### config.mk
export PLATFORM = sky130hd
export DESIGN_NAME = ped_div
export DESIGN_NICKNAME = d
export VERILOG_FILES = /design/src/design/ped_pkg.sv /design/src/design/ped_div.sv
export SDC_FILE = /design/constraint.sdc
export NUM_CORES = 1
export LEC_CHECK = 0
export ABC_AREA = 1
export BUFFER_PORTS_ARGS = -buffer_cell sky130_fd_sc_hd__buf_2
export CORE_AREA = 3 3 214 216
export CTS_CLUSTER_SIZE = 24
export DETAILED_ROUTE_END_ITERATION = 6
export DIE_AREA = 0 0 217 219
export MAX_ROUTING_LAYER = met4
export PLACE_DENSITY = 0.77
export SLEW_MARGIN = 15
export SYNTH_ARGS = -nofsm -noshare
export SYNTH_HDL_FRONTEND = slang
export SYNTH_SLANG_ARGS = --single-unit
### constraint.sdc
create_clock -name clk -period 4.83 [get_ports clk]
set_clock_uncertainty 0.15 [all_clocks]
set_input_delay 0 -clock clk [delete_from_list [all_inputs] [get_ports clk]]
set_output_delay 0 -clock clk [all_outputs]
set_load 0.05 [all_outputs]
### src/design/ped_pkg.sv
// Shared types and constants for the particle Euler step block.
package ped_pkg;

    localparam logic REG_MAX_SPEED   = 1'b0;
    localparam logic REG_HALF_EXTENT = 1'b1;

    localparam logic ACT_LOAD    = 1'b0;
    localparam logic ACT_ADVANCE = 1'b1;

    localparam int LANES = 3;

    // One stored particle: position and velocity, x/y/z, signed Q.F each.
    typedef struct packed {
        logic [LANES-1:0][31:0] pos;
        logic [LANES-1:0][31:0] vel;
    } ped_row_t;

    typedef struct packed {
        logic     en;
        ped_row_t row;
        logic [15:0] mass;
    } ped_wr_t;

endpackage

### src/design/ped_div.sv
// Three-lane restoring divider with a shared divisor, one quotient bit per cycle.
module ped_div
    import ped_pkg::*;
#(
    parameter int DW = 63,
    parameter int VW = 32
) (
    input  logic                      clk,
    input  logic                      rst_n,
    input  logic                      start,
    input  logic [LANES-1:0][DW-1:0]  dividend,
    input  logic [VW-1:0]             divisor,
    output logic                      done,
    output logic [LANES-1:0][DW-1:0]  quo,
    output logic [LANES-1:0][VW-1:0]  rem
);

    localparam int CW = $clog2(DW + 1);

    logic                     busy_reg, busy_next;
    logic                     done_reg, done_next;
    logic [CW-1:0]            cnt_reg, cnt_next;
    logic [VW-1:0]            den_reg, den_next;
    logic [LANES-1:0][DW-1:0] quo_reg, quo_next;
    logic [LANES-1:0][VW-1:0] rem_reg, rem_next;
    logic [LANES-1:0][VW:0]   sh;
    logic [LANES-1:0][VW:0]   diff;

    always_comb
    begin
        busy_next = busy_reg;
        done_next = 1'b0;
        cnt_next  = cnt_reg;
        den_next  = den_reg;
        quo_next  = quo_reg;
        rem_next  = rem_reg;
        for (int i = 0; i < LANES; i++)
        begin
            sh[i]   = {rem_reg[i], quo_reg[i][DW-1]};
            diff[i] = sh[i] - {1'b0, den_reg};
        end
        if (start)
        begin
            busy_next = 1'b1;
            cnt_next  = CW'(DW);
            den_next  = divisor;
            quo_next  = dividend;
            rem_next  = '0;
        end
        else if (busy_reg)
        begin
            for (int i = 0; i < LANES; i++)
            begin
                if (!diff[i][VW])
                begin
                    rem_next[i] = diff[i][VW-1:0];
                    quo_next[i] = {quo_reg[i][DW-2:0], 1'b1};
                end
                else
                begin
                    rem_next[i] = sh[i][VW-1:0];
                    quo_next[i] = {quo_reg[i][DW-2:0], 1'b0};
                end
            end
            cnt_next = cnt_reg - 1'b1;
            if (cnt_reg == CW'(1))
            begin
                busy_next = 1'b0;
                done_next = 1'b1;
            end
        end
    end

    always_ff @(posedge clk or negedge rst_n)
    begin
        if (!rst_n)
        begin
            busy_reg <= 1'b0;
            done_reg <= 1'b0;
            cnt_reg  <= '0;
        end
        else
        begin
            busy_reg <= busy_next;
            done_reg <= done_next;
            cnt_reg  <= cnt_next;
        end
    end

    always_ff @(posedge clk)
    begin
        den_reg <= den_next;
        quo_reg <= quo_next;
        rem_reg <= rem_next;
    end

    assign done = done_reg;
    assign quo  = quo_reg;
    assign rem  = rem_reg;

endmodule

After elaboration in Yosys (flattened, before gate mapping). Index checks and enable logic that the tools add are counted.

Logic and storage cells: 32. Output and inout bits: 286. Flip-flop bits (word level): 325.

Equal/unequal tests: 1. Reductions and logical operators: 1. $add $sub $neg: 4. Multiplexer cells: 16.

Operators by type and width (number): 189-bit two-way mux (2); 33-bit by 32-bit subtractor with 33-bit output (3); 32-bit two-way mux (3); 6-bit two-way mux (2); 1-bit two-way mux (9); 6-bit by 1-bit equality test with 1-bit output, second input constant (1); 6-bit by 1-bit subtractor with 6-bit output, second input constant (1); 2-bit nonzero test (1).

Longest topological paths before layout.
Depth after elaboration: 4. Mapped depth: 18. Gate-level depth less buffers: 17.

Least setup slack after synthesis. Ideal clock, no wire load.

Path kind: register to register. From: register busy_reg. To: register quo_reg (netlist bit quo[0]) (enable). Path buffers: 2. Slack: -412 ps. Required time: 4140 ps. Period minus slack after synthesis: 5242 ps. Cell stages (with the launch flop): 5. Arrival: 4552 ps. Cell sequence: dfrtp_1 > nor2_1 > clkbuf_1 > clkbuf_1 > inv_1.

Longest elaborated chain between the ends: 1.

Ends and longest elaborated chain: start, declared (RTL line ped_div.sv:20) `logic busy_reg, busy_next;`; start signal, assigned (RTL line ped_div.sv:84) `busy_reg <= busy_next;`; 2-bit nonzero test (no line); end signal, assigned (RTL line ped_div.sv:93) `quo_reg <= quo_next;`; end, declared (RTL line ped_div.sv:24) `logic [LANES-1:0][DW-1:0] quo_reg, quo_next;`.

Every way passes these cells. A chain may end at the register's enable or synchronous reset.

Worst setup path after layout.
From: register den_reg[0]. To: register rem_reg (netlist bit rem[89]).

Longest elaborated chain between the ends: 2.

Ends and longest elaborated chain: start, declared (RTL line ped_div.sv:23) `logic [VW-1:0] den_reg, den_next;`; start signal, assigned (RTL line ped_div.sv:92) `den_reg <= den_next;`; 33-bit by 32-bit subtractor with 33-bit output (RTL line ped_div.sv:40) `diff[i] = sh[i] - {1'b0, den_reg};`; 32-bit two-way mux (RTL line ped_div.sv:54) `if (!diff[i][VW])`; end signal, assigned (RTL line ped_div.sv:94) `rem_reg <= rem_next;`; end, declared (RTL line ped_div.sv:25) `logic [LANES-1:0][VW-1:0] rem_reg, rem_next;`.

Every way passes these cells.

==> results.yml <==
run_status:
  status: "complete, no violations"
logic_synthesis:
  yosysTopAreaCell: "edfxtp_1"
  syn_avg_cell_area_um2: 6.685
  syn_nets: 3594
  synth_top_flop_cell: "edfxtp_1"
  synth-seq-cells: 325
  synth.area.top_cells: "edfxtp_1, nand2_1, inv_1"
  synthesis.area_um2: 21850
  synth-edff-count: 221
  ys.warnings.count: 0
  yosysUniqueCellTypes: 38
  synthArstFlopShare_pct: 2.462
  syn_inst: 3269
  ys_seq_area_share_pct: 40.08
  yosysTopAreaCellShare_pct: 30.37
cts:
  cts_tree: "yes"
  cts_setup_buffers: 0
  cts_max_path_buffers: 3
  clk_latency_ns: 0.58
  numCtsBuffers: 38
  post_cts_resize_count: 0
  cts.sinks: 325
  clk_pin_slew_worst_paths_ns: 0.06
  ctsRootBufferMaster: "clkbuf_16"
  htree_levels: 2
timing:
  setup_viol: 0
  max_freq_mhz: 337.1
  worst_slew_pin_slew_ns: 1.137
  drv_slew: 0
  post-route-period-util_pct: 61.41
  finalCriticalPeriod_ns: 2.966
  tns_ns: 0
  whs_ns: 0.02354
  hold_viol: 0
  maxSlewHeadroom_pct: 24.17
  rsz0062_at_grt: "no"
detailed_routing:
  drc: 0
  wl_per_cell_um: 18.14
  finalWirelength_um: 84290
  vias_per_cell: 5.056
  ant_nets: 0
  first_pass_iters: 7
  vias: 23490
  first_iter_violations: 2169
pwr:
  p_total_uw: 8368
  p_per_area_nw_per_um2: 289.6
  vdd_drop_max_v: 0.0002907
  p_leak_uw: 0.01621
floorplan:
  rows: 77
  core_um2: 44120
  pin_count: 510
  die_h_um: 219
  start_util_pct: 49.52
  die_w_um: 217
  dieArea_um2: 47520
global_routing:
  grt_pass1_vias: 22510
  grt_max_degree: 148
  grt_overflow_total: 0
  grt_antenna_before_repair: 4
  track_usage_pct: 35.39
  grt_pass1_wl_um: 127000
layout:
  instances_no_fill: 4646
  area_growth_pct: 32.22
  nets: 4346
  utilization_pct: 65.48
  largest_register_ffs: 189
  layout_common_cells: "nand2_1, inv_1, buf_2, dlygate4sd3_1, edfxtp_1"
  drive_gt1_share_pct: 15.58
  final_common_cell: "nand2_1"
  fillers: 3848
worst_setup_path:
  cp-start-kind: "flop"
  critical_path_class: "flop to flop"
  end_kind: "flop"
  cp_max_fo: 33
  required_ns: 5.14
  arrival_ns: 3.28
run:
  cap_violations: 0
placed_design:
  gp_congestion: 0.9919
  dpl.hpwl_um: 58680
  place_inst: 4300
  port_buffers: 509
worst_hold_path:
  hold_path_class: "input port to flop"
==> synth_stat cells (3+ instances only) <==
library cell	count
o21ai_1	6
xor2_1	9
nand3_1	174
dfrtp_1	8
and2_1	12
clkbuf_1	55
a21oi_1	48
o21ai_0	15
edfxtp_1	221
a21o_1	3
nor3_1	26
o21bai_1	3
fa_1	3
or2_1	3
buf_6	14
nand4_1	12
nand3b_1	18
nand2_2	21
nor2_1	133
xnor2_1	36
nand2_1	1669
buf_2	3
ha_1	98
dfxtp_1	96
inv_1	543
nor2_2	6
nand2_4	16
buf_1	3
==> routing by layer <==
metal	track usage [%]	vias to the layer above	share of wire, %
met2	57.24	1265	46
met4	18.74	0	6.5
met5	-	-	0
met1	42.18	10520	39
met3	6.688	251	9.1
li1	-	11450	-
==> where the power goes <==
group | internal, µW | switching, µW
clock network | 1790 | 1320
registers | 3190 | 138
logic | 565 | 1370
==> kinds of logic after synthesis <==
logic type,synth area share [%]
simple gates,38.97
compound gates,2.010
buf+inv,11.25
fa+ha+maj,5.886
xor+xnor,1.804
flops,40.08
==> stage by stage <==
step / setup slack [ns] / cell area (µm²)
2_1_floorplan: 0.05370 / 21860
3_3_place_gp: 2.016 / 24830
3_5_place_dp: 1.924 / 24830
4_1_cts: 1.923 / 28880
5_1_grt: 1.688 / 28890
6_report: 1.864 / 28890
==> worst paths after layout <==
path | end | start | slack (ns) | cells past startpoint
worst min register to register | rem[56] | rem[56] | 0.34 | 2
worst min-delay path | den_reg[18] | divisor[18] | 0.02 | 2
worst max-delay path | rem[89] | den_reg[0] | 1.86 | 16
worst max register to register | rem[89] | den_reg[0] | 1.86 | 16
min in group asynchronous | cnt_reg[2] | rst_n | 0.38 | 3
max in group asynchronous | busy_reg | rst_n | 3.87 | 3
==> worst max-delay path, stage by stage (launching register included) <==
cell and delay (ns):
edfxtp_1 0.45, ha_1 0.25, fa_1 0.43, inv_1 0.11, nand2_1 0.06, nand2_1 0.09
nand3_1 0.08, nand2_1 0.15, nand2_2 0.09, nand2_4 0.10, nand2_4 0.08, nand2_4 0.08
nand2_2 0.06, nand2_4 0.33, nand2_1 0.12, nand3_1 0.12, nand2_1 0.09
==> layout make-up <==
| type | instances | area [µm²] | area share (%) |
|---|---|---|---|
| multi-input cells | 2322 | 10650 | 36.86 |
| flip-flops and latches | 325 | 8758 | 30.31 |
| repair buffers | 789 | 5354 | 18.53 |
| inverters | 545 | 2054 | 7.110 |
| clock buffers | 47 | 1015 | 3.512 |
| well taps | 592 | 740.7 | 2.564 |
| clock inverters | 22 | 311.5 | 1.078 |
| diodes | 4 | 10.01 | 0.03464 |
==> what timing repair did <==
action | CTS | global route
hold buffers | 273 | 0
endpoints found under the setup margin | 0 | 0
hold endpoints to repair | 236 | 0
Power figures use the tool's default switching activity.
