**src/design/ped_sqrt.sv**
```systemverilog
// Bit-serial integer square root of a 64-bit value, two radicand bits per cycle.
module ped_sqrt (
    input  logic        clk,
    input  logic        rst_n,
    input  logic        start,
    input  logic [63:0] radicand,
    output logic        done,
    output logic [31:0] root
);

    logic        busy_reg, busy_next;
    logic        done_reg, done_next;
    logic [5:0]  cnt_reg, cnt_next;
    logic [63:0] rad_reg, rad_next;
    logic [34:0] rem_reg, rem_next;
    logic [31:0] root_reg, root_next;
    logic [34:0] sh;
    logic [34:0] trial;

    always_comb
    begin
        busy_next = busy_reg;
        done_next = 1'b0;
        cnt_next  = cnt_reg;
        rad_next  = rad_reg;
        rem_next  = rem_reg;
        root_next = root_reg;
        sh        = {rem_reg[32:0], rad_reg[63:62]};
        trial     = {1'b0, root_reg, 2'b01};
        if (start)
        begin
            busy_next = 1'b1;
            cnt_next  = 6'd32;
            rad_next  = radicand;
            rem_next  = '0;
            root_next = '0;
        end
        else if (busy_reg)
        begin
            rad_next = {rad_reg[61:0], 2'b00};
            if (sh >= trial)
            begin
                rem_next  = sh - trial;
                root_next = {root_reg[30:0], 1'b1};
            end
            else
            begin
                rem_next  = sh;
                root_next = {root_reg[30:0], 1'b0};
            end
            cnt_next = cnt_reg - 1'b1;
            if (cnt_reg == 6'd1)
            begin
                busy_next = 1'b0;
                done_next = 1'b1;
            end
        end
    end

    always_ff @(posedge clk or negedge rst_n)
    begin
        if (!rst_n)
        begin
            busy_reg <= 1'b0;
            done_reg <= 1'b0;
            cnt_reg  <= '0;
        end
        else
        begin
            busy_reg <= busy_next;
            done_reg <= done_next;
            cnt_reg  <= cnt_next;
        end
    end

    always_ff @(posedge clk)
    begin
        rad_reg  <= rad_next;
        rem_reg  <= rem_next;
        root_reg <= root_next;
    end

    assign done = done_reg;
    assign root = root_reg;

endmodule

```
**config.mk**
```make
export PLATFORM = sky130hd
export DESIGN_NAME = ped_sqrt
export DESIGN_NICKNAME = d
export VERILOG_FILES = /design/src/design/ped_sqrt.sv
export SDC_FILE = /design/constraint.sdc
export NUM_CORES = 1
export LEC_CHECK = 0
export BUFFER_PORTS_ARGS = -buffer_cell sky130_fd_sc_hd__buf_2
export CAP_MARGIN = 40
export CELL_PAD_IN_SITES_DETAIL_PLACEMENT = 0
export CELL_PAD_IN_SITES_GLOBAL_PLACEMENT = 2
export CORE_MARGIN = 2
export CORE_UTILIZATION = 35
export DETAILED_ROUTE_END_ITERATION = 10
export MAX_ROUTING_LAYER = met4
export PLACE_DENSITY_LB_ADDON = 0.1
export SLEW_MARGIN = 20
export SYNTH_ARGS = -nofsm -noshare
export SYNTH_HDL_FRONTEND = slang
export SYNTH_SLANG_ARGS = --single-unit
```
**constraint.sdc**
```tcl
create_clock -name clk -period 4.5 [get_ports clk]
set_input_delay 0 -clock clk [delete_from_list [all_inputs] [get_ports clk]]
set_output_delay 0 -clock clk [all_outputs]
set_load 0.1 [all_outputs]
```
# [After elaboration in Yosys (flattened, before gate mapping)]
# Cells that the tools add are included.
[word_totals] regBits=137 input_bits=67 out_inout_bits=33 word_cells=23
[op_classes] addsub=2 order_cmp=1 n_eq_ne=1 mux=12 reduce_logical=1
[op_table] operator="$mux W64" n=2
[op_table] operator="$ge A35 B34 Y1" n=1
[op_table] operator="$mux W33" n=1
[op_table] operator="$sub A33 B33 Y33" n=1
[op_table] operator="$mux W6" n=2
[op_table] operator="$mux W1" n=7
[op_table] operator="$eq A6 B1 Y1 const B" n=1
[op_table] operator="$sub A6 B1 Y6 const B" n=1
[op_table] operator="$reduce_bool A2 Y1" n=1

# [Logic depth before layout (Yosys ltp)]
# Gate-level depths: netlist of run 1.
[depth] ltp_word=4 mapped_depth=13 depth_no_buf=11

# [Least setup slack after synthesis of run 1]
# OpenSTA, ideal clock, no wires.
[synth_path] path_type="register -> register" startpoint="reg root_reg[24], in the netlist root[24]" endpoint="reg rem_reg[1]" arrival_time_ps=3400 slack_ps=1014 stages_incl_launch_ff=12 path_buffers=1 path_cell_list="dfxtp_1 > inv_1 > ha_1 > buf_2 > and2_1 > and3_1 > nand3_1 > or4_1 > o31a_1 > o41ai_4 > mux2_2 > a211oi_1"
[synth_between] elab_chain_cells=2
[synth_lines] item="start, declared" line="16" source="logic [31:0] root_reg, root_next;"
[synth_lines] item="start signal, assigned" line="80" source="root_reg <= root_next;"
[synth_lines] item="$ge A35 B34 Y1" line="41" source="if (sh >= trial)"
[synth_lines] item="$mux W33" line="41"
[synth_lines] item="end signal, assigned" line="79" source="rem_reg <= rem_next;"
[synth_lines] item="end, declared" line="15" source="logic [34:0] rem_reg, rem_next;"
# No other way between the ends.
# A chain may end at the register's enable or synchronous reset.

# [Worst setup path after layout of run 1]
[layout_path] startpoint="reg root_reg[23], in the netlist root[23]" endpoint="reg rem_reg[1]"
# Same word-level chain as after synthesis.

==> impl_metrics.toml, run 1 <==
[outcome]
status = "finished, final reports clean"

[yosys]
async_reset_ff_share_pct = 5.84
yosysWarnings = 0
ys_ff_latch = 137
yosys-top-cells-count = "nor2_1, dfxtp_1, edfxtp_1"
syn_area_um2 = 7520
synth_nets = 824
synthTopCellsByArea = "edfxtp_1, dfxtp_1, mux2_2"
netlist.area_leader.share_pct = 25.5
synthFlopType = "dfxtp_1"
synth_cell_types = 54
synth.most_common_cell = "nor2_1"
seq_area_frac_synth_pct = 45.5
synthCells = 721
synth_edf_count = 64
synth.avg_cell_area_um2 = 10.4
synth_top_area_cell = "edfxtp_1"

[place]
place_congestion = 0.822
dp_hpwl_um = 12300
port_buffers = 99

[drt]
drtPass1Iterations = 4
routed_via_density = 4.94
via_count = 5763
drtIter0Drc = 230
routedLengthMet1_um = 8550
ant_nets = 0
wl_um = 17900
top_layer = "met4"
route.met3.wl_um = 531
drcViolationCount = 0
met2_length_um = 8620
wl_per_cell_um = 15.3

[power]
p_per_area_nw_per_um2 = 631
power_leakage_nw = 4.26
max-vdd-ir-drop_v = 0.000281

[floorplan]
io-pin-count = 100
dieArea_um2 = 22700
coreArea_um2 = 21100
die_h_um = 151
start_util_pct = 35.7
dieWidth_um = 151
row_count = 53

[worst_setup_path]
reg2reg_depth = 11
worstPathRequired_ns = 4.84
timing.rr.start = "root[23]$_SDFFE_PP0P_"
r2r-end = "rem_reg[1]$_SDFFE_PP0P_"
ff2ff_setup_slack_ns = 1.12
cp-start-kind = "flip-flop"
critPathArrivalTime_ns = 3.72
worst-path-max-fanout = 30
worstSetupPathType = "reg2reg"
endpoint_kind = "flip-flop"

[final_layout]
n_antenna_cell = 0
area_growth_pct = 27.0
largest_reg_flops = 64
drive_gt1_share_pct = 23.4
final_util_pct = 45.3
layout.nets = 982

[global_routing]
overflow = 0
grt_pass1_vias = 5760
antenna_found_initial = 0
grt_usage_pct = 16.8
grt_pass1_wl_um = 29200
grt_max_degree = 76

[timing]
min_period_ns = 3.38
hold_viol_final = 0
clock_skew_ns = 0.0134
drv_slew = 0
fin_crit_sh_pct = 75.1
slew_headroom_pct = 52.8
fmax_mhz = 296
rsz0062_at_grt = "no"
setup_violations = 0
tns_ns = 0
worstMarginPinSlew_ns = 0.707

[clocking]
cts.sinks = 137
clkLatencyLatePin_ns = 0.42
cts_buffers = 17
cts_tree = "done"
cts_resized = 0
clkTransAtPathRegs_ns = 0.07
post_cts_buffers = 0
root_buffer = "clkbuf_16"
h-tree-depth = 4
clk_path_buf_depth = 2

[min_path]
hold_class = "in2reg"
holdPathStages = 2
hold_end = "rad_reg[1]$_SDFFCE_PN0P_"
hp-start = "start"

[flow_run]
drv_cap = 0
-- worst max path at each step --
stage                                          to                   from  cells after the start  slack (ns)
after floorplan           rem_reg[1]$_SDFFE_PP0P_  root[24]$_SDFFE_PP0P_                     11        1.01
after CTS                 rem_reg[1]$_SDFFE_PP0P_  root[24]$_SDFFE_PP0P_                     11        1.07
final                     rem_reg[1]$_SDFFE_PP0P_  root[23]$_SDFFE_PP0P_                     11        1.12
after detailed placement  rem_reg[1]$_SDFFE_PP0P_  root[14]$_SDFFE_PP0P_                     11        1.13
after global placement    rem_reg[1]$_SDFFE_PP0P_  root[24]$_SDFFE_PP0P_                     11        1.21
after global routing      rem_reg[1]$_SDFFE_PP0P_  root[14]$_SDFFE_PP0P_                     11        0.81
-- cells in the final DEF, fill, tap and decap left out, drive strengths merged, types with 6 or more instances in the layout --
| cell type | netlist | layout |
|---|---|---|
| a21o | 20 | 20 |
| xor2 | 14 | 14 |
| buf | 6 | 106 |
| inv | 47 | 54 |
| nand2b | 7 | 7 |
| clkbuf | 27 | 18 |
| ha | 36 | 36 |
| dfrtp | 8 | 8 |
| nand3 | 13 | 13 |
| a21oi | 36 | 36 |
| nor2 | 81 | 81 |
| o21ai | 31 | 31 |
| xnor2 | 22 | 22 |
| a211oi | 30 | 30 |
| nand2 | 32 | 32 |
| edfxtp | 64 | 64 |
| mux2i | 51 | 51 |
| dlygate4sd3 | 0 | 66 |
| nor3 | 9 | 9 |
| mux2 | 63 | 63 |
| o21bai | 6 | 6 |
| dfxtp | 65 | 65 |
-- power by group --
| group | switching, mW | internal, mW |
|---|---|---|
| combinational | 1.59 | 1.27 |
| clock | 0.577 | 0.886 |
| sequential | 0.151 | 1.55 |
| total | 2.31 | 3.71 |
-- kinds of logic after synthesis --
kind of cell	after synthesis	share of synthesized area, %
AO/OA/AOI/OAI	154	13.8
XOR/XNOR	36	4.19
adder cells (fa/ha/maj)	36	5.99
buffers and inverters	80	4.64
flip-flops	137	45.5
multiplexers	114	16.2
AND/OR/NAND/NOR	164	9.63
-- through the flow --
stage / hold WS (ns) / total power [mW] / cells / cell area [um^2] / setup WS (ns)
5_1_grt: 0.122 / 6.51 / 1167 / 9550 / 0.813
2_1_floorplan: -0.296 / 4.03 / 721 / 7520 / 1.01
6_report: 0.114 / 6.03 / 1167 / 9550 / 1.12
4_1_cts: 0.175 / 6.11 / 1166 / 9530 / 1.07
3_5_place_dp: -0.151 / 4.55 / 1068 / 8250 / 1.13
3_3_place_gp: -0.152 / 4.55 / 1067 / 8250 / 1.21
-- per-layer routing --
layer	vias to the layer above	GRT usage [%]
li1	2915	-
met3	9	3.18
met5	-	-
met4	0	4.39
met2	89	26.6
met1	2750	22.2
-- area by class of cell --
| class | instances | area, um^2 |
|---|---|---|
| clock buffers | 18 | 429 |
| repair buffers | 172 | 1240 |
| inverters | 47 | 176 |
| clock inverters | 14 | 183 |
| well taps | 275 | 344 |
| flip-flops and latches | 137 | 3430 |
| multi-input cells | 504 | 3750 |
| fillers | 2030 | 11500 |
-- critical path, stage by stage (launching register included) --
cell	delay, ns
dfxtp_1	0.38
inv_1	0.06
ha_1	0.42
and2_1	0.21
and3_1	0.16
nand3_1	0.11
or4_1	0.53
o31a_1	0.30
o41ai_4	0.07
buf_4	0.45
mux2_2	0.39
a211oi_1	0.21
-- repair_timing --
| action | 4_1_cts | 5_1_grt |
|---|---|---|
| setup endpoints to repair | 0 | 0 |
| endpoints found under the hold margin | 72 | 0 |
| hold buffers | 66 | 0 |
Note: power is estimated with default switching activity, not from simulation.
==> run 2: changes to the inputs <==
--- a/config.mk
+++ b/config.mk
@@ -10,7 +10,7 @@
 export CELL_PAD_IN_SITES_DETAIL_PLACEMENT = 0
 export CELL_PAD_IN_SITES_GLOBAL_PLACEMENT = 2
 export CORE_MARGIN = 2
-export CORE_UTILIZATION = 35
+export CORE_UTILIZATION = 34
 export DETAILED_ROUTE_END_ITERATION = 10
 export MAX_ROUTING_LAYER = met4
 export PLACE_DENSITY_LB_ADDON = 0.1
==> constraint.sdc (replaced) <==
create_clock -name clk -period 2.85 [get_ports clk]
set_input_delay 0 -clock clk [delete_from_list [all_inputs] [get_ports clk]]
set_output_delay 0 -clock clk [all_outputs]
set_load 0.1 [all_outputs]
==> run 2 against run 1 <==
Against the previous run:
- the flow now finishes with violations (negative setup slack)
- setup slack worse by 1.2 ns
- sequential cell count is the same
- fmax grew 16%
- largest cell class unchanged
- first-iteration DRC count increased by 27%
- count of clock-buffer cells in the layout down 1
- global-route usage rose by 0.41 points
- sequential share of layout area down 2.5 points
==> impl_metrics.toml, run 2 (synthesis results as in run 1) <==
[clocking]
h-tree-depth = 4
clk_path_buf_depth = 2
root_buffer = "clkbuf_16"
clkTransAtPathRegs_ns = 0.07
cts_tree = "done"
clkLatencyLatePin_ns = 0.43
cts_buffers = 17
cts.sinks = 137

[place]
dp_hpwl_um = 13300
pre_cts_ws_ns = -0.0505
dp.cells = 1146
place_congestion = 0.837
port_buffers = 99
place_area_um2 = 9000

[drt]
drcViolationCount = 0
drtPass1Iterations = 6
routed_via_density = 4.85
drtIter0Drc = 291
wl_um = 19400
wl_per_cell_um = 15.4
via_count = 6087
ant_nets = 0

[final_layout]
n_antenna_cell = 0
layout.nets = 1065
final_cell_mix = "buf_2, buf_4, nor2_1"
fin_cells = 1255
drive_gt1_share_pct = 36.7
design_area_um2 = 10500
final_common_cell = "buf_2"
n_fill_cell = 2065
area_growth_pct = 40.1
largest_reg_flops = 64

[worst_setup_path]
cp-start-kind = "flip-flop"
crit_buf_inv = 3
max_stage_delay_ns = 0.55
slowest_stage = "o41ai_4"
endpoint_kind = "flip-flop"
worst-path-max-fanout = 5
critPathArrivalTime_ns = 3.18
cp-startpoint = "root[13]$_SDFFE_PP0P_"
timing.rr.start = "root[13]$_SDFFE_PP0P_"
worstPathRequired_ns = 3.12
worstSetupPathType = "reg2reg"
crit_chain = "inv_4, ha_4, and3_4, a211oi_2, o21ba_1, nand3b_1, o211a_1, o41ai_4, buf_6, clkbuf_16, mux2i_1, a211oi_1"
crit_family = "compound AO/OA/AOI/OAI gates"

[outcome]
violations = "negative setup slack"
status = "finished with violations"

[timing]
slew_headroom_pct = 57.5
rsz0062_at_grt = "yes"
clock_skew_ns = 0.00990
min_period_ns = 2.90
finalWorstSetupSlack_ns = -0.0521
tns_ns = -0.186
hold-worst-slack_ns = 0.403
hold_viol_final = 0
fin_crit_sh_pct = 102
fmax_mhz = 345
setup_violations = 6
worstMarginPinSlew_ns = 0.637
drv_slew = 0

[flow_run]
drv_cap = 0

[global_routing]
grt_pass1_vias = 6257
antenna_found_initial = 0
grt_pass1_wl_um = 31700
grt_usage_pct = 17.2
grt_max_degree = 77
overflow = 0

[floorplan]
coreArea_um2 = 21800
dieWidth_um = 153
dieArea_um2 = 23300
die_h_um = 153
start_util_pct = 34.6
io-pin-count = 100
row_count = 54

[min_path]
hold_class = "in2reg"
hp-start = "radicand[0]"

[power]
max-vdd-ir-drop_v = 0.000526
sw_frac_of_total_pct = 38.3
seqPwrFrac_pct = 24.6
clkPwrFrac_pct = 20.9
p_sw_mw = 4.16
p_comb_share_pct = 54.6
p_per_area_nw_per_um2 = 1030
power_leakage_nw = 4.73
power.internal_mw = 6.70
-- run 2: cell types whose count changed in the layout (fill, tap and decap cells not counted), sizes merged --
cell,change
buf,+80
bufinv,-2
clkbuf,+1
clkinv,+2
dlygate4sd3,+1
inv,+1
-- run 2: what timing repair did --
action,CTS,global route
hold buffers,67,0
gates resized for setup,6,32
endpoints found under the setup margin,13,29
buffers inserted,1,7
hold endpoints to repair,76,0
cloned,0,2
pin swaps,1,21
-- run 2: final timing paths --
| path | to | slack, ns | cells past startpoint |
|---|---|---|---|
| worst max-delay path | rem_reg[9]$_SDFFE_PP0P_ | -0.05 | 12 |
| worst min-delay path | rad_reg[0]$_SDFFCE_PN0P_ | 0.40 | 3 |
| worst max register to register | rem_reg[9]$_SDFFE_PP0P_ | -0.05 | 12 |
| worst min register to register | rem_reg[31]$_SDFFE_PP0P_ | 0.48 | 2 |
| max in group asynchronous | busy_reg$_DFF_PN0_ | 2.00 | 3 |
| min in group asynchronous | done$_DFF_PN0_ | 0.55 | 3 |
-- run 2: routing by layer --
| layer | up-vias | routed length (um) | GRT usage (%) |
|---|---|---|---|
| met1 | 2884 | 9450 | 23.0 |
| li1 | 3075 | - | - |
| met4 | 0 | 316 | 5.07 |
| met2 | 101 | 9040 | 26.7 |
| met5 | - | 0 | - |
| met3 | 27 | 576 | 3.21 |
-- run 2: worst reg2reg max path, delay by kind of cell (launching register included) --
kind | cells | cell delay [ns]
and+or+nand+nor | 2 | 0.38
buffers and inverters | 3 | 0.40
DFF | 1 | 0.37
muxes | 1 | 0.20
AOI/OAI and AO/OA | 5 | 1.16
adders and majority gates | 1 | 0.25
-- run 2: layout make-up --
cell class,count,area [um^2],area share (%)
clock buffer,17,425,4.04
clock inverter,15,178,1.69
inverter,47,179,1.70
multi-input combinational,504,3960,37.6
sequential,137,3510,33.3
tap,280,350,3.32
timing repair buffer,255,1930,18.3
-- run 2: power by group through the flow --
| stage | Clock [mW] | Sequential (mW) | Combinational, mW |
|---|---|---|---|
| after floorplan | 0 | 2.75 | 3.67 |
| after global placement | 0 | 2.68 | 5.29 |
| after detailed placement | 0 | 2.69 | 5.30 |
| after CTS | 2.33 | 2.65 | 5.47 |
| after global routing | 2.42 | 2.71 | 6.56 |
| final | 2.27 | 2.67 | 5.93 |
-- run 2: metrics by stage --
step                util, %  total power, mW
CTS                    47.4             10.5
global placement       41.4             7.97
global route           48.4             11.7
detailed placement     41.4             7.99
floorplan                 -             6.42
finish                 48.4             10.9
==> run 3: changes to the inputs <==
--- a/config.mk
+++ b/config.mk
@@ -9,7 +9,6 @@
 export CAP_MARGIN = 40
 export CELL_PAD_IN_SITES_DETAIL_PLACEMENT = 0
 export CELL_PAD_IN_SITES_GLOBAL_PLACEMENT = 2
-export CORE_MARGIN = 2
 export CORE_UTILIZATION = 34
 export DETAILED_ROUTE_END_ITERATION = 10
 export MAX_ROUTING_LAYER = met4
==> run 3 against run 2 <==
Against the previous run:
- the flow still finishes with violations (negative setup slack)
- final area is 0.21% lower
- fmax is 1.8% higher
- combinational power is 3% higher
- non-clock buffer count is 10 lower
- cell count is 0.80% lower
- clock skew hardly changed
- first-iteration DRC count is 16% lower
- routed wire length is 1.3% lower
- clock power is 4% higher
- die area is 2.6% lower
- worst hold slack worse by 0.29 ns
- utilization is 0.10 points lower
==> impl_metrics.toml, run 3 (synthesis results as in run 1) <==
[outcome]
status = "finished with violations"
violations = "negative setup slack"

[global_routing]
grt_max_degree = 77
grt_pass1_vias = 5990
overflow = 0
grt_usage_pct = 17.4
antenna_found_initial = 0
grt_pass1_wl_um = 30000

[flow_run]
drv_cap = 0

[timing]
worstMarginPinSlew_ns = 0.740
hold_viol_final = 0
setup_violations = 1
min_period_ns = 2.85
fin_crit_sh_pct = 100
tns_ns = -0.000522
finalWorstSetupSlack_ns = -0.000522
slew_headroom_pct = 50.7
fmax_mhz = 351
rsz0062_at_grt = "yes"
clock_skew_ns = 0.00989
hold-worst-slack_ns = 0.116
drv_slew = 0

[power]
sw_frac_of_total_pct = 38.1
max-vdd-ir-drop_v = 0.000518
p_per_area_nw_per_um2 = 1060
seqPwrFrac_pct = 23.9
clkPwrFrac_pct = 21.1
power_leakage_nw = 4.70
p_comb_share_pct = 55.0
p_sw_mw = 4.25
finalPower_mw = 11.2
power.internal_mw = 6.91

[place]
place_congestion = 0.849
port_buffers = 99
dp_hpwl_um = 12800

[clocking]
cts_buffers = 17
clkTransAtPathRegs_ns = 0.07
h-tree-depth = 4
cts_tree = "done"
cts.sinks = 137
clk_path_buf_depth = 2
root_buffer = "clkbuf_16"
clkLatencyLatePin_ns = 0.42

[floorplan]
io-pin-count = 100
dieWidth_um = 151
die_h_um = 151
dieArea_um2 = 22700
row_count = 54
start_util_pct = 34.6
coreArea_um2 = 21800

[drt]
drtPass1Iterations = 5
wl_um = 19100
via_count = 6097
routed_via_density = 4.90
drtIter0Drc = 245
wl_per_cell_um = 15.4
ant_nets = 0
drcViolationCount = 0

[min_path]
hold_class = "in2reg"

[worst_setup_path]
critPathArrivalTime_ns = 3.14
ff2ff_setup_slack_ns = -0.0005
worstPathRequired_ns = 3.14
worstSetupPathType = "reg2reg"
endpoint_kind = "flip-flop"
worst-path-max-fanout = 5
cp-start-kind = "flip-flop"

[final_layout]
layout.nets = 1055
largest_reg_flops = 64
area_growth_pct = 39.8
final_common_cell = "buf_2"
final_cell_mix = "buf_2, nor2_1, buf_4"
n_antenna_cell = 0
drive_gt1_share_pct = 36.1
[run 3: final timing paths]
path / from / end / depth (start not counted)
min reg2reg: rem_reg[31]$_SDFFE_PP0P_ / rem_reg[31]$_SDFFE_PP0P_ / 2
min in group asynchronous: rst_n / done$_DFF_PN0_ / 3
max: root[23]$_SDFFE_PP0P_ / rem_reg[21]$_SDFFE_PP0P_ / 12
max in group asynchronous: rst_n / busy_reg$_DFF_PN0_ / 3
min: start / cnt_reg[2]$_DFFE_PN0P_ / 2
max reg2reg: root[23]$_SDFFE_PP0P_ / rem_reg[21]$_SDFFE_PP0P_ / 12
[run 3: timing repair]
action | in CTS | in global routing
setup buffers | 6 | 0
cloned | 1 | 5
pin swaps | 8 | 15
setup endpoints to repair | 18 | 31
hold buffers | 66 | 0
gates resized for setup | 8 | 37
endpoints found under the hold margin | 72 | 0
[run 3: critical path: stages (launching register included)]
cell	delay (ns)
dfxtp_4	0.38
inv_4	0.04
ha_4	0.26
and2_4	0.15
and3_4	0.19
nand3_4	0.08
or4_4	0.51
o31a_1	0.34
o41ai_4	0.09
buf_6	0.21
buf_12	0.15
mux2i_2	0.22
a211oi_1	0.10
[run 3: layout make-up]
| cell class | instances | area, um^2 |
|---|---|---|
| Fill cell | 2072 | 11200 |
| Multi-Input combinational cell | 504 | 3960 |
| Sequential cell | 137 | 3510 |
| Timing Repair Buffer | 245 | 1890 |
| Clock buffer | 17 | 425 |
| Tap cell | 280 | 350 |
| Clock inverter | 15 | 199 |
| Inverter | 47 | 179 |
[run 3: power by group through the flow]
| stage | combinational [mW] | clock, mW | sequential (mW) |
|---|---|---|---|
| after floorplan | 3.67 | 0 | 2.75 |
| after CTS | 5.57 | 2.43 | 2.67 |
| after global routing | 6.72 | 2.49 | 2.72 |
| after detailed placement | 5.23 | 0 | 2.70 |
| final | 6.13 | 2.35 | 2.67 |
| after global placement | 5.20 | 0 | 2.70 |
[run 3: routing by layer]
metal	share of wire, %	global-route usage, %
met1	50	23.6
met2	47	26.5
met3	2.4	3.61
met4	0.79	4.10
met5	0	-
[run 3: stage by stage]
step                cells  worst slack (ns)  util [%]  cell area, um^2
floorplan             721           -0.0607         -             7680
global placement     1135           0.00614      41.0             8920
detailed placement   1135           -0.0265      41.0             8920
CTS                  1240          -0.00423      47.4            10300
global route         1245            -0.109      48.3            10500
finish               1245         -0.000522      48.3            10500
